$ cat src/rtl/lsx_pkg.sv
// Shared constants, codes and types for the line/statement cross-reference table.
package lsx_pkg;

    localparam int CAPACITY = 256;
    localparam int IDX_W    = $clog2(CAPACITY);
    localparam int KEY_W    = 16;
    localparam int NUM_W    = 16;
    localparam int ACT_W    = 3;
    localparam int STAT_W   = 2;

    localparam logic [ACT_W-1:0] ACT_PUT_LINE     = 3'd0;
    localparam logic [ACT_W-1:0] ACT_PUT_STMT     = 3'd1;
    localparam logic [ACT_W-1:0] ACT_LINE_OF_TOK  = 3'd2;
    localparam logic [ACT_W-1:0] ACT_STMT_OF_TOK  = 3'd3;
    localparam logic [ACT_W-1:0] ACT_TOK_OF_STMT  = 3'd4;
    localparam logic [ACT_W-1:0] ACT_STMT_OF_LINE = 3'd5;
    localparam logic [ACT_W-1:0] ACT_NEXT_LINE    = 3'd6;
    localparam logic [ACT_W-1:0] ACT_TOK_HAS_LINE = 3'd7;

    localparam logic [STAT_W-1:0] STAT_OK        = 2'd0;
    localparam logic [STAT_W-1:0] STAT_NOT_FOUND = 2'd1;
    localparam logic [STAT_W-1:0] STAT_FULL      = 2'd2;

    // query beat travelling down the chain, with running search results
    typedef struct packed {
        logic [ACT_W-1:0] action;
        logic [KEY_W-1:0] token;
        logic [NUM_W-1:0] value;
        logic             hit;
        logic [KEY_W-1:0] best_key;
        logic [NUM_W-1:0] best_num;
        logic [IDX_W-1:0] idx;
        logic             free_hit;
        logic [IDX_W-1:0] free_idx;
    } pkt_t;

    // entry update broadcast to all cells
    typedef struct packed {
        logic [IDX_W-1:0] idx;
        logic             alloc;
        logic             set_line;
        logic             set_stmt;
        logic [KEY_W-1:0] token;
        logic [NUM_W-1:0] value;
    } wr_t;

endpackage

$ cat src/rtl/lsx_cell.sv
// One table entry plus one stage of the query chain.
module lsx_cell (
    input  logic                      clk,
    input  logic                      rst_n,
    input  logic [lsx_pkg::IDX_W-1:0] cell_idx,
    input  logic                      vld_in,
    input  lsx_pkg::pkt_t             pkt_in,
    output logic                      vld_out,
    output lsx_pkg::pkt_t             pkt_out,
    input  logic                      wr_valid,
    input  lsx_pkg::wr_t              wr
);
    import lsx_pkg::*;

    logic             used_reg, used_next;
    logic             has_line_reg, has_line_next;
    logic             has_stmt_reg, has_stmt_next;
    logic [KEY_W-1:0] key_reg, key_next;
    logic [NUM_W-1:0] line_reg, line_next;
    logic [NUM_W-1:0] stmt_reg, stmt_next;
    logic             vld_reg;
    pkt_t             pkt_reg, pkt_next;
    logic             wr_sel;
    logic             key_match;
    logic             cand;

    assign wr_sel = wr_valid && (wr.idx == cell_idx);

    always_comb
    begin
        used_next     = used_reg;
        has_line_next = has_line_reg;
        has_stmt_next = has_stmt_reg;
        key_next      = key_reg;
        line_next     = line_reg;
        stmt_next     = stmt_reg;
        if (wr_sel)
        begin
            if (wr.alloc)
            begin
                used_next     = 1'b1;
                key_next      = wr.token;
                has_line_next = 1'b0;
                has_stmt_next = 1'b0;
            end
            if (wr.set_line)
            begin
                has_line_next = 1'b1;
                line_next     = wr.value;
            end
            if (wr.set_stmt)
            begin
                has_stmt_next = 1'b1;
                stmt_next     = wr.value;
            end
        end
    end

    always_comb
    begin
        pkt_next  = pkt_in;
        key_match = used_reg && (key_reg == pkt_in.token);
        cand      = 1'b0;
        case (pkt_in.action)
            ACT_PUT_LINE, ACT_PUT_STMT:
            begin
                if (key_match)
                begin
                    pkt_next.hit = 1'b1;
                    pkt_next.idx = cell_idx;
                end
                if (!used_reg && !pkt_in.free_hit)
                begin
                    pkt_next.free_hit = 1'b1;
                    pkt_next.free_idx = cell_idx;
                end
            end
            ACT_LINE_OF_TOK, ACT_TOK_HAS_LINE:
            begin
                if (key_match)
                begin
                    pkt_next.hit      = has_line_reg;
                    pkt_next.best_num = line_reg;
                end
            end
            ACT_STMT_OF_TOK:
            begin
                if (key_match)
                begin
                    pkt_next.hit      = has_stmt_reg;
                    pkt_next.best_num = stmt_reg;
                end
            end
            ACT_TOK_OF_STMT:
            begin
                cand = used_reg && has_stmt_reg && (stmt_reg == pkt_in.value);
                if (cand && (!pkt_in.hit || key_reg < pkt_in.best_key))
                begin
                    pkt_next.hit      = 1'b1;
                    pkt_next.best_key = key_reg;
                end
            end
            ACT_STMT_OF_LINE:
            begin
                cand = used_reg && has_line_reg && has_stmt_reg
                       && (line_reg == pkt_in.value);
                if (cand && (!pkt_in.hit || key_reg < pkt_in.best_key))
                begin
                    pkt_next.hit      = 1'b1;
                    pkt_next.best_key = key_reg;
                    pkt_next.best_num = stmt_reg;
                end
            end
            ACT_NEXT_LINE:
            begin
                cand = used_reg && has_line_reg && (line_reg > pkt_in.value);
                if (cand && (!pkt_in.hit || line_reg < pkt_in.best_num))
                begin
                    pkt_next.hit      = 1'b1;
                    pkt_next.best_num = line_reg;
                end
            end
            default:
            begin
                pkt_next = pkt_in;
            end
        endcase
    end

    always_ff @(posedge clk or negedge rst_n)
    begin
        if (!rst_n)
        begin
            used_reg     <= 1'b0;
            has_line_reg <= 1'b0;
            has_stmt_reg <= 1'b0;
            vld_reg      <= 1'b0;
        end
        else
        begin
            used_reg     <= used_next;
            has_line_reg <= has_line_next;
            has_stmt_reg <= has_stmt_next;
            vld_reg      <= vld_in;
        end
    end

    always_ff @(posedge clk)
    begin
        key_reg  <= key_next;
        line_reg <= line_next;
        stmt_reg <= stmt_next;
        pkt_reg  <= pkt_next;
    end

    assign vld_out = vld_reg;
    assign pkt_out = pkt_reg;

endmodule

$ cat config.mk
export PLATFORM = sky130hd
export DESIGN_NAME = lsx_cell
export DESIGN_NICKNAME = d
export VERILOG_FILES = /design/src/rtl/lsx_pkg.sv /design/src/rtl/lsx_cell.sv
export SDC_FILE = /design/constraint.sdc
export NUM_CORES = 1
export LEC_CHECK = 0
export ABC_AREA = 1
export BUFFER_PORTS_ARGS = -buffer_cell sky130_fd_sc_hd__buf_2
export CAP_MARGIN = 20
export CORE_MARGIN = 5
export CORE_UTILIZATION = 50
export CTS_BUF_LIST = sky130_fd_sc_hd__clkbuf_4 sky130_fd_sc_hd__clkbuf_8
export DETAILED_ROUTE_END_ITERATION = 8
export HOLD_SLACK_MARGIN = 0.03
export MAX_ROUTING_LAYER = met4
export PLACE_DENSITY = 0.89
export SYNTH_ARGS = -nofsm -noshare
export SYNTH_HDL_FRONTEND = slang
export SYNTH_SLANG_ARGS = --single-unit
$ cat constraint.sdc
create_clock -name clk -period 3.7 [get_ports clk]
set_input_delay 0.37 -clock clk [delete_from_list [all_inputs] [get_ports clk]]
set_output_delay 0.37 -clock clk [all_outputs]
set_load 0.03 [all_outputs]
==> reports/metrics.yaml <==
status: "completed"
root_buffer: "clkbuf_8"
peakVddDrop_mv: 0.3187
slew-limit-headroom_pct: 44.12
ios: 226
place_inst: 1403
cts_tree: "built"
slew_viol_final: 0
p_per_area_nw_per_um2: 377.1
grt_pass1_vias: 7395
setup_viol: 0
start_util_pct: 50.67
syn_area_sq_um: 7674
critPathTopFamily: "simple AND/OR/NAND/NOR gates"
drtAntennaViolNets: 0
cts_buffers: 17
num_rows: 45
cp_slowest_cell: "edfxtp_1"
fin_setup_tns_ps: 0
hold_class: "input pin to register"
final_cell_mix: "298 x nand2_1, 225 x buf_2, 163 x nand3_1"
cts-htree-levels: 4
grt_usage_pct: 26.60
syn2layout_area_growth_pct: 22.81
yosys_warnings: 0
ys_seq_area_share_pct: 42.26
final_nets: 1426
min_period_ps: 2658
grt_setup_unrepaired: "false"
crit_top_cell: "nand2_1"
grt_start_max_net_pins: 45
fmax_mhz: 376.2
post-cts-setup-buffers: 0
hold_viol_final: 0
io_buffers: 225
synth_cell_types: 42
cp_num_buf_inv: 1
skew_ps: 10.70
drt_first_pass_iters: 5
register_area_sq_um: 3243
clock_latency_ps: 440
fin_hold_ws_ps: 57.24
fillCellCount: 1313
clock_path_buffers: 2
critPathMaxFanout: 44
cp-start-kind: "register"
cp-end-kind: "register"
arrival_ps: 2980
wl_per_cell_microns: 16.38
die_h_microns: 133.9
crit_chain: "ha_1, nand2_1, inv_1, o21ai_0, nand2_1, a21oi_1, nand2_1, nand2_2, nand2_4, o211ai_1, nand3_1"
stdcell_count: 1446
critical_path_required_ps: 4020
drtIter0Drc: 969
die-area_sq_um: 17930
syn_inst: 1012
antenna_found_initial: 5
post_cts_resized: 0
vias: 7743
overflow: 0
postSynthAreaPerCell_sq_um: 7.583
fin_crit_sh_pct: 71.85
place_congestion: 0.9971
cts.clk_slew.worst_paths_ps: 80
grt_pass1_wl_microns: 36640
multiInputGateArea_sq_um: 3734
viasPerCell: 5.355
drc: 0
wl_microns: 23680
drive_gt1_share_pct: 23.86
cap_violations: 0
ys_seq_elements: 137
core_sq_um: 15150
chipWidth_microns: 133.9
critPathMaxStageDelay_ps: 480
worst_pin_slew_ps: 831.8
largest_register_ffs: 85
p_leak_nw: 4.885
hpwl_microns: 18220
synth_nets: 1198
final_common_cell: "nand2_1"
total_power_mw: 3.554
clock_sinks: 137
crit_type: "register to register"
## final timing paths
kind,cells past startpoint,end,slack [ps],from
worst max register to register,11,pkt_out[45],1040,key_reg[13]
worst min-delay path,1,pkt_out[81],60,pkt_in[81]
max in group asynchronous,2,used_reg,3310,rst_n
min in group asynchronous,2,vld_out,260,rst_n
worst max-delay path,11,pkt_out[45],1040,key_reg[13]
worst min register to register,2,pkt_out[33],570,key_reg[0]
## worst register-to-register path, cell delays in order, from the launching register on
cell and delay, ps:
edfxtp_1 480, ha_1 340, nand2_1 70, inv_1 30, o21ai_0 140, nand2_1 70
a21oi_1 120, nand2_1 80, nand2_2 370, nand2_4 410, o211ai_1 330, nand3_1 100
## synth_stat cells
master | instances | area share [%]
or2_4 | 1 | 0.11
o21a_1 | 2 | 0.20
xor2_1 | 6 | 0.68
dfrtp_1 | 4 | 1.3
o21ai_0 | 29 | 1.9
nor2_4 | 1 | 0.15
dfxtp_1 | 85 | 22
nor4b_2 | 1 | 0.20
buf_6 | 5 | 0.73
o211ai_1 | 12 | 1.2
or2_2 | 8 | 0.65
nor2_2 | 2 | 0.16
nand4_1 | 31 | 2.5
clkinv_1 | 1 | 0.049
o21ai_1 | 9 | 0.59
nor2_8 | 1 | 0.26
inv_1 | 129 | 6.3
a21oi_4 | 1 | 0.21
edfxtp_1 | 48 | 19
ha_1 | 46 | 7.5
nand2_1 | 298 | 15
nand3b_1 | 5 | 0.49
nand2_4 | 2 | 0.29
o22ai_1 | 3 | 0.24
nor3_2 | 1 | 0.13
xnor2_1 | 8 | 0.91
buf_2 | 14 | 0.91
a31oi_1 | 1 | 0.082
nand4_2 | 2 | 0.33
a21oi_1 | 25 | 1.6
or2_1 | 2 | 0.16
nor3b_2 | 1 | 0.16
clkbuf_1 | 11 | 0.54
nor3_1 | 10 | 0.65
nand3_1 | 163 | 11
a211oi_1 | 1 | 0.098
nor4_1 | 2 | 0.16
or2_0 | 1 | 0.082
nor2_1 | 28 | 1.4
nand2_2 | 3 | 0.24
buf_4 | 4 | 0.39
inv_2 | 5 | 0.24
## logic make-up after synthesis
group,after synthesis,synth area share [%]
adders and majority gates,46,7.500
xor gates and xnor gates,14,1.598
and+or+nand+nor,563,33.34
buffers and inverters,169,9.180
AOI/OAI and AO/OA,83,6.115
DFF,137,42.26
## cell type report
class,count,area share [%]
Timing Repair Buffer,243,13.54
Sequential cell,137,34.41
Multi-Input combinational cell,706,39.62
Clock inverter,13,1.779
Tap cell,188,2.496
Clock buffer,19,2.642
Inverter,135,5.377
Antenna cell,5,0.1328
## per-stage QoR
step                setup slack, ps  instance area [sq um]  util, %
floorplan                      1390                   7674        -
global placement               1127                   8935    58.99
detailed placement             1059                   8935    58.99
CTS                            1101                   9382    61.94
global route                  870.8                   9424    62.22
finish                         1042                   9424    62.22
## report_power, final
part,leakage (nW),switching [mW],total (mW),internal [mW]
clock,0.206,0.607,1.30,0.689
combinational,3.49,0.400,0.608,0.208
sequential,1.19,0.0227,1.65,1.63
total,4.88,1.03,3.55,2.52
## layer usage
metal / track usage [%] / wire [microns] / up-vias
li1: - / - / 3802
met1: 33.86 / 9594 / 3482
met2: 41.18 / 10840 / 397
met3: 6.339 / 2484 / 62
met4: 10.34 / 761 / 0
met5: - / 0 / -
## what timing repair did
item                                    CTS  global route
hold endpoints to repair                  6             3
endpoints found under the setup margin    0             0
hold buffers                              3             3
(Power assumes the default switching activity.)
