`src/rtl/lsx_pkg.sv`:
```
// Shared constants, codes and types for the line/statement cross-reference table.
package lsx_pkg;

    localparam int CAPACITY = 256;
    localparam int IDX_W    = $clog2(CAPACITY);
    localparam int KEY_W    = 16;
    localparam int NUM_W    = 16;
    localparam int ACT_W    = 3;
    localparam int STAT_W   = 2;

    localparam logic [ACT_W-1:0] ACT_PUT_LINE     = 3'd0;
    localparam logic [ACT_W-1:0] ACT_PUT_STMT     = 3'd1;
    localparam logic [ACT_W-1:0] ACT_LINE_OF_TOK  = 3'd2;
    localparam logic [ACT_W-1:0] ACT_STMT_OF_TOK  = 3'd3;
    localparam logic [ACT_W-1:0] ACT_TOK_OF_STMT  = 3'd4;
    localparam logic [ACT_W-1:0] ACT_STMT_OF_LINE = 3'd5;
    localparam logic [ACT_W-1:0] ACT_NEXT_LINE    = 3'd6;
    localparam logic [ACT_W-1:0] ACT_TOK_HAS_LINE = 3'd7;

    localparam logic [STAT_W-1:0] STAT_OK        = 2'd0;
    localparam logic [STAT_W-1:0] STAT_NOT_FOUND = 2'd1;
    localparam logic [STAT_W-1:0] STAT_FULL      = 2'd2;

    // query beat travelling down the chain, with running search results
    typedef struct packed {
        logic [ACT_W-1:0] action;
        logic [KEY_W-1:0] token;
        logic [NUM_W-1:0] value;
        logic             hit;
        logic [KEY_W-1:0] best_key;
        logic [NUM_W-1:0] best_num;
        logic [IDX_W-1:0] idx;
        logic             free_hit;
        logic [IDX_W-1:0] free_idx;
    } pkt_t;

    // entry update broadcast to all cells
    typedef struct packed {
        logic [IDX_W-1:0] idx;
        logic             alloc;
        logic             set_line;
        logic             set_stmt;
        logic [KEY_W-1:0] token;
        logic [NUM_W-1:0] value;
    } wr_t;

endpackage

```
`src/rtl/lsx_ctrl.sv`:
```
// Command sequencer: launches a query into the chain and turns the tail beat into a result.
module lsx_ctrl (
    input  logic                       clk,
    input  logic                       rst_n,
    input  logic                       start,
    output logic                       busy,
    input  logic [lsx_pkg::ACT_W-1:0]  action,
    input  logic [lsx_pkg::KEY_W-1:0]  token,
    input  logic [lsx_pkg::NUM_W-1:0]  value,
    output logic                       head_vld,
    output lsx_pkg::pkt_t              head_pkt,
    input  logic                       tail_vld,
    input  lsx_pkg::pkt_t              tail_pkt,
    output logic                       wr_valid,
    output lsx_pkg::wr_t               wr,
    output logic                       done,
    output logic [lsx_pkg::NUM_W-1:0]  answer,
    output logic [lsx_pkg::STAT_W-1:0] status
);
    import lsx_pkg::*;

    localparam logic S_IDLE = 1'b0;
    localparam logic S_SCAN = 1'b1;

    logic              state_reg, state_next;
    logic              head_vld_reg;
    pkt_t              head_pkt_reg, head_pkt_next;
    logic              done_reg;
    logic [NUM_W-1:0]  answer_reg, answer_next;
    logic [STAT_W-1:0] status_reg, status_next;
    logic              wr_valid_reg, wr_valid_next;
    wr_t               wr_reg, wr_next;
    logic              accept;

    assign accept = start && (state_reg == S_IDLE);

    always_comb
    begin
        head_pkt_next          = '0;
        head_pkt_next.action   = action;
        head_pkt_next.token    = token;
        head_pkt_next.value    = value;
    end

    always_comb
    begin
        state_next = state_reg;
        case (state_reg)
            S_IDLE:
            begin
                if (accept)
                begin
                    state_next = S_SCAN;
                end
            end
            S_SCAN:
            begin
                if (tail_vld)
                begin
                    state_next = S_IDLE;
                end
            end
            default:
            begin
                state_next = S_IDLE;
            end
        endcase
    end

    always_comb
    begin
        answer_next    = '0;
        status_next    = STAT_OK;
        wr_valid_next  = 1'b0;
        wr_next.idx      = tail_pkt.hit ? tail_pkt.idx : tail_pkt.free_idx;
        wr_next.alloc    = !tail_pkt.hit;
        wr_next.set_line = (tail_pkt.action == ACT_PUT_LINE);
        wr_next.set_stmt = (tail_pkt.action == ACT_PUT_STMT);
        wr_next.token    = tail_pkt.token;
        wr_next.value    = tail_pkt.value;
        case (tail_pkt.action)
            ACT_PUT_LINE, ACT_PUT_STMT:
            begin
                if (tail_pkt.hit || tail_pkt.free_hit)
                begin
                    wr_valid_next = tail_vld;
                end
                else
                begin
                    status_next = STAT_FULL;
                end
            end
            ACT_LINE_OF_TOK, ACT_STMT_OF_TOK, ACT_STMT_OF_LINE:
            begin
                if (tail_pkt.hit)
                begin
                    answer_next = tail_pkt.best_num;
                end
                else
                begin
                    status_next = STAT_NOT_FOUND;
                end
            end
            ACT_TOK_OF_STMT:
            begin
                if (tail_pkt.hit)
                begin
                    answer_next = NUM_W'(tail_pkt.best_key);
                end
                else
                begin
                    status_next = STAT_NOT_FOUND;
                end
            end
            ACT_NEXT_LINE:
            begin
                answer_next = tail_pkt.hit ? tail_pkt.best_num : '0;
            end
            default:
            begin
                answer_next = NUM_W'(tail_pkt.hit);
            end
        endcase
    end

    always_ff @(posedge clk or negedge rst_n)
    begin
        if (!rst_n)
        begin
            state_reg    <= S_IDLE;
            head_vld_reg <= 1'b0;
            done_reg     <= 1'b0;
            wr_valid_reg <= 1'b0;
        end
        else
        begin
            state_reg    <= state_next;
            head_vld_reg <= accept;
            done_reg     <= tail_vld;
            wr_valid_reg <= wr_valid_next;
        end
    end

    always_ff @(posedge clk)
    begin
        if (accept)
        begin
            head_pkt_reg <= head_pkt_next;
        end
        if (tail_vld)
        begin
            answer_reg <= answer_next;
            status_reg <= status_next;
            wr_reg     <= wr_next;
        end
    end

    assign busy     = (state_reg != S_IDLE);
    assign head_vld = head_vld_reg;
    assign head_pkt = head_pkt_reg;
    assign wr_valid = wr_valid_reg;
    assign wr       = wr_reg;
    assign done     = done_reg;
    assign answer   = answer_reg;
    assign status   = status_reg;

endmodule

```
`config.mk`:
```
export PLATFORM = sky130hd
export DESIGN_NAME = lsx_ctrl
export DESIGN_NICKNAME = d
export VERILOG_FILES = /design/src/rtl/lsx_pkg.sv /design/src/rtl/lsx_ctrl.sv
export SDC_FILE = /design/constraint.sdc
export NUM_CORES = 1
export LEC_CHECK = 0
export ABC_CLOCK_PERIOD_IN_PS = 2200
export BUFFER_PORTS_ARGS = -buffer_cell sky130_fd_sc_hd__buf_2
export CORE_MARGIN = 3
export CORE_UTILIZATION = 37
export DETAILED_ROUTE_END_ITERATION = 6
export PLACE_DENSITY_LB_ADDON = 0.1
export SLEW_MARGIN = 20
export SYNTH_ARGS = -nofsm -noshare
export SYNTH_HDL_FRONTEND = slang
export SYNTH_SLANG_ARGS = --single-unit
export TNS_END_PERCENT = 20
```
`constraint.sdc`:
```
create_clock -name clk -period 2.2 [get_ports clk]
set_input_delay 0.22 -clock clk [delete_from_list [all_inputs] [get_ports clk]]
set_output_delay 0.22 -clock clk [all_outputs]
set_load 0.02 [all_outputs]
```
==> impl_metrics.py <==
metrics = {
    "status": {
        "status": "finished clean",
    },
    "global_route": {
        "gr-total-overflow": 0,
        "antenna_found_initial": 0,
        "grt_pass1_wl_mm": 12.8,
        "track_usage": 0.147,
        "first_global_vias": 2393,
        "grt_max_degree": 28,
    },
    "clock_network": {
        "path_clk_slew_ns": 0.09,
        "clock_sinks": 100,
        "cts.htree.levels": 3,
        "clockBufferDepth": 2,
        "numCtsBuffers": 9,
        "cts_tree": "yes",
        "clk_latency_ns": 0.35,
        "cts-root-buf": "clkbuf_8",
    },
    "logic_synthesis": {
        "syn_avg_cell_area_um2": 16.8,
        "ys_seq_area_frac": 0.764,
        "synth_top_family_by_area": "buffers and inverters",
        "yosysUniqueCellTypes": 27,
        "syn-cell-area_mm2": 0.00390,
        "synth_area_leaders": "edfxtp_1, buf_4, dfrtp_1, mux2_2, a21oi_1",
        "syn_inst": 233,
        "yosys.area.top_type": "edfxtp_1",
        "synthXorXnorAreaFrac": 0,
        "synthMuxAreaShare": 0.0231,
        "synth_compound_area_frac": 0.0612,
        "synth_top_area_share": 0.738,
        "yosys.area_share.adder": 0.00641,
        "yosys_warnings": 0,
        "synth-simple-area-share": 0.0330,
        "ys_ff_latch": 100,
    },
    "drt": {
        "wl_per_cell_um": 15.6,
        "route.detailed.drc": 0,
        "drt_iter0_drc": 128,
        "final_antenna_net_count": 0,
        "vias": 2566,
        "drt-total-wl_mm": 9.43,
        "avgViaCountPerCell": 4.26,
        "drtPass1Iterations": 4,
    },
    "timing": {
        "worst_slew_pin_slew_ns": 0.588,
        "rsz0062_at_grt": "no",
        "setup_viol": 0,
        "finalClockSkew_ns": 0.00904,
        "tns_ns": 0,
        "maxSlewViolCount": 0,
        "relSlewSlack": 0.608,
        "layout_min_cycle_time_ns": 1.31,
        "post-route-period-util": 0.594,
        "max_freq_mhz": 766,
        "hold_viol_final": 0,
        "timing.hold.ws_ns": 0.0355,
    },
    "setup_path": {
        "critPathSlowestCell": "dfrtp_1",
        "cp_slowest_stage_delay_ns": 0.43,
        "worstSetupStartpointType": "flip-flop",
        "cp-end-kind": "flip-flop",
        "critPathRequiredTime_ns": 2.25,
        "path_delay_family": "flip-flops",
        "crit_path_cell_trace": "nor2b_4 -> buf_12",
        "path_max_fanout": 27,
        "crit_buf_inv": 1,
        "crit_type": "reg -> reg",
        "worst_ep_arrival_time_ns": 1.36,
    },
    "final_layout": {
        "nFillCells": 931,
        "diodes": 0,
        "final_cell_mix": "buf_2, edfxtp_1, conb_1",
        "layout_commonest_cell": "buf_2",
        "largest_reg_flops": 43,
        "nets": 592,
        "layout-drive-gt1-share": 0.547,
        "area_growth_syn_to_layout_pct": 33.5,
    },
    "power_and_ir_drop": {
        "p_switching_mw": 1.07,
        "clkPwrFrac": 0.272,
        "swShare": 0.264,
        "ir_drop_mv": 0.311,
        "p_total_mw": 4.06,
        "seq_power_share": 0.563,
        "intPower_mw": 2.99,
        "p_leak_nw": 2.32,
        "p_per_area_mw_per_mm2": 779,
        "combPwrFrac": 0.165,
    },
    "die": {
        "die_h_um": 109,
        "dieArea_mm2": 0.0118,
        "fp.coreArea_mm2": 0.0100,
        "num_rows": 36,
        "die_w_um": 109,
        "io-pin-count": 274,
        "start_util": 0.391,
    },
    "worst_hold_path": {
        "hold_path_class": "in -> reg",
    },
    "placement": {
        "place_hpwl_mm": 7.45,
        "place.gp.congestion": 0.756,
        "numPortBuffers": 223,
    },
    "run": {
        "drv_cap": 0,
    },
}
==> logic make-up after synthesis <==
logic type	after synthesis
flops	100
buf+inv	61
compound gates	36
simple gates	25
mux	8
fa+ha+maj	2
other cells	1
==> synth_stat cells <==
cell type and instances:
a21boi_4 1, a21o_1 1, a21oi_1 12, a21oi_2 3
and3_1 1, and3b_1 1, buf_2 3, buf_4 52
buf_6 1, conb_1 1, dfrtp_1 4, edfxtp_1 96
ha_1 2, inv_1 5, mux2_2 8, nand2_1 15
nor2_1 1, nor2b_1 3, nor3_1 2, nor3b_4 1
nor4_1 1, o21ai_0 12, o21ai_1 3, o21bai_1 1
o311a_2 1, o31ai_4 1, o41a_1 1
==> power groups by stage <==
stage          logic [mW]  clock network, mW  registers (mW)
2_1_floorplan       0.235                  0            2.53
3_3_place_gp        0.675                  0            2.33
3_5_place_dp        0.678                  0            2.33
4_1_cts             0.681               1.14            2.29
5_1_grt             0.719               1.22            2.30
6_report            0.670               1.10            2.29
==> what timing repair did <==
action,CTS,global route
buffers inserted,0,0
hold endpoints to repair,4,0
resized for setup,0,0
hold buffers,1,0
==> area by class of cell <==
type | count | area (µm²) | share of cell area
clock inverter | 5 | 52.6 | 0.0101
tap | 133 | 166 | 0.0319
timing repair buffer | 229 | 1190 | 0.228
multi-input combinational | 121 | 678 | 0.130
sequential | 100 | 2980 | 0.572
inverter | 5 | 18.8 | 0.00360
clock buffer | 10 | 128 | 0.0245
==> final timing paths <==
kind	slack, ns	start	cells after the start	endpoint
max	0.89	busy	2	head_pkt[55]
min	0.04	tail_pkt[80]	1	wr[30]
max reg2reg	0.89	busy	2	head_pkt[55]
min reg2reg	0.58	busy	1	busy
max in group asynchronous	1.86	rst_n	2	done
min in group asynchronous	0.22	rst_n	2	busy
==> per-stage QoR <==
stage / std cells / area [µm²] / setup slack, ns / utilization
6_report: 603 / 5220 / 0.894 / 0.522
4_1_cts: 603 / 5220 / 0.865 / 0.522
3_3_place_gp: 587 / 5020 / 0.703 / 0.503
5_1_grt: 603 / 5220 / 0.812 / 0.522
2_1_floorplan: 282 / 4090 / 0.335 / -
3_5_place_dp: 587 / 5020 / 0.655 / 0.503
==> per-layer routing <==
metal  global-route usage  wire length, µm
met1                0.163             3320
met2                0.260             4890
met3               0.0503             1120
met4               0.0514              102
met5                    0                0
==> worst reg2reg max path: cells and delay by family, from the launching register on <==
kind	cells	cell delay (ns)
AND/OR/NAND/NOR	1	0.34
buffers and inverters	1	0.24
flip-flops	1	0.43
(Power assumes the default switching activity.)
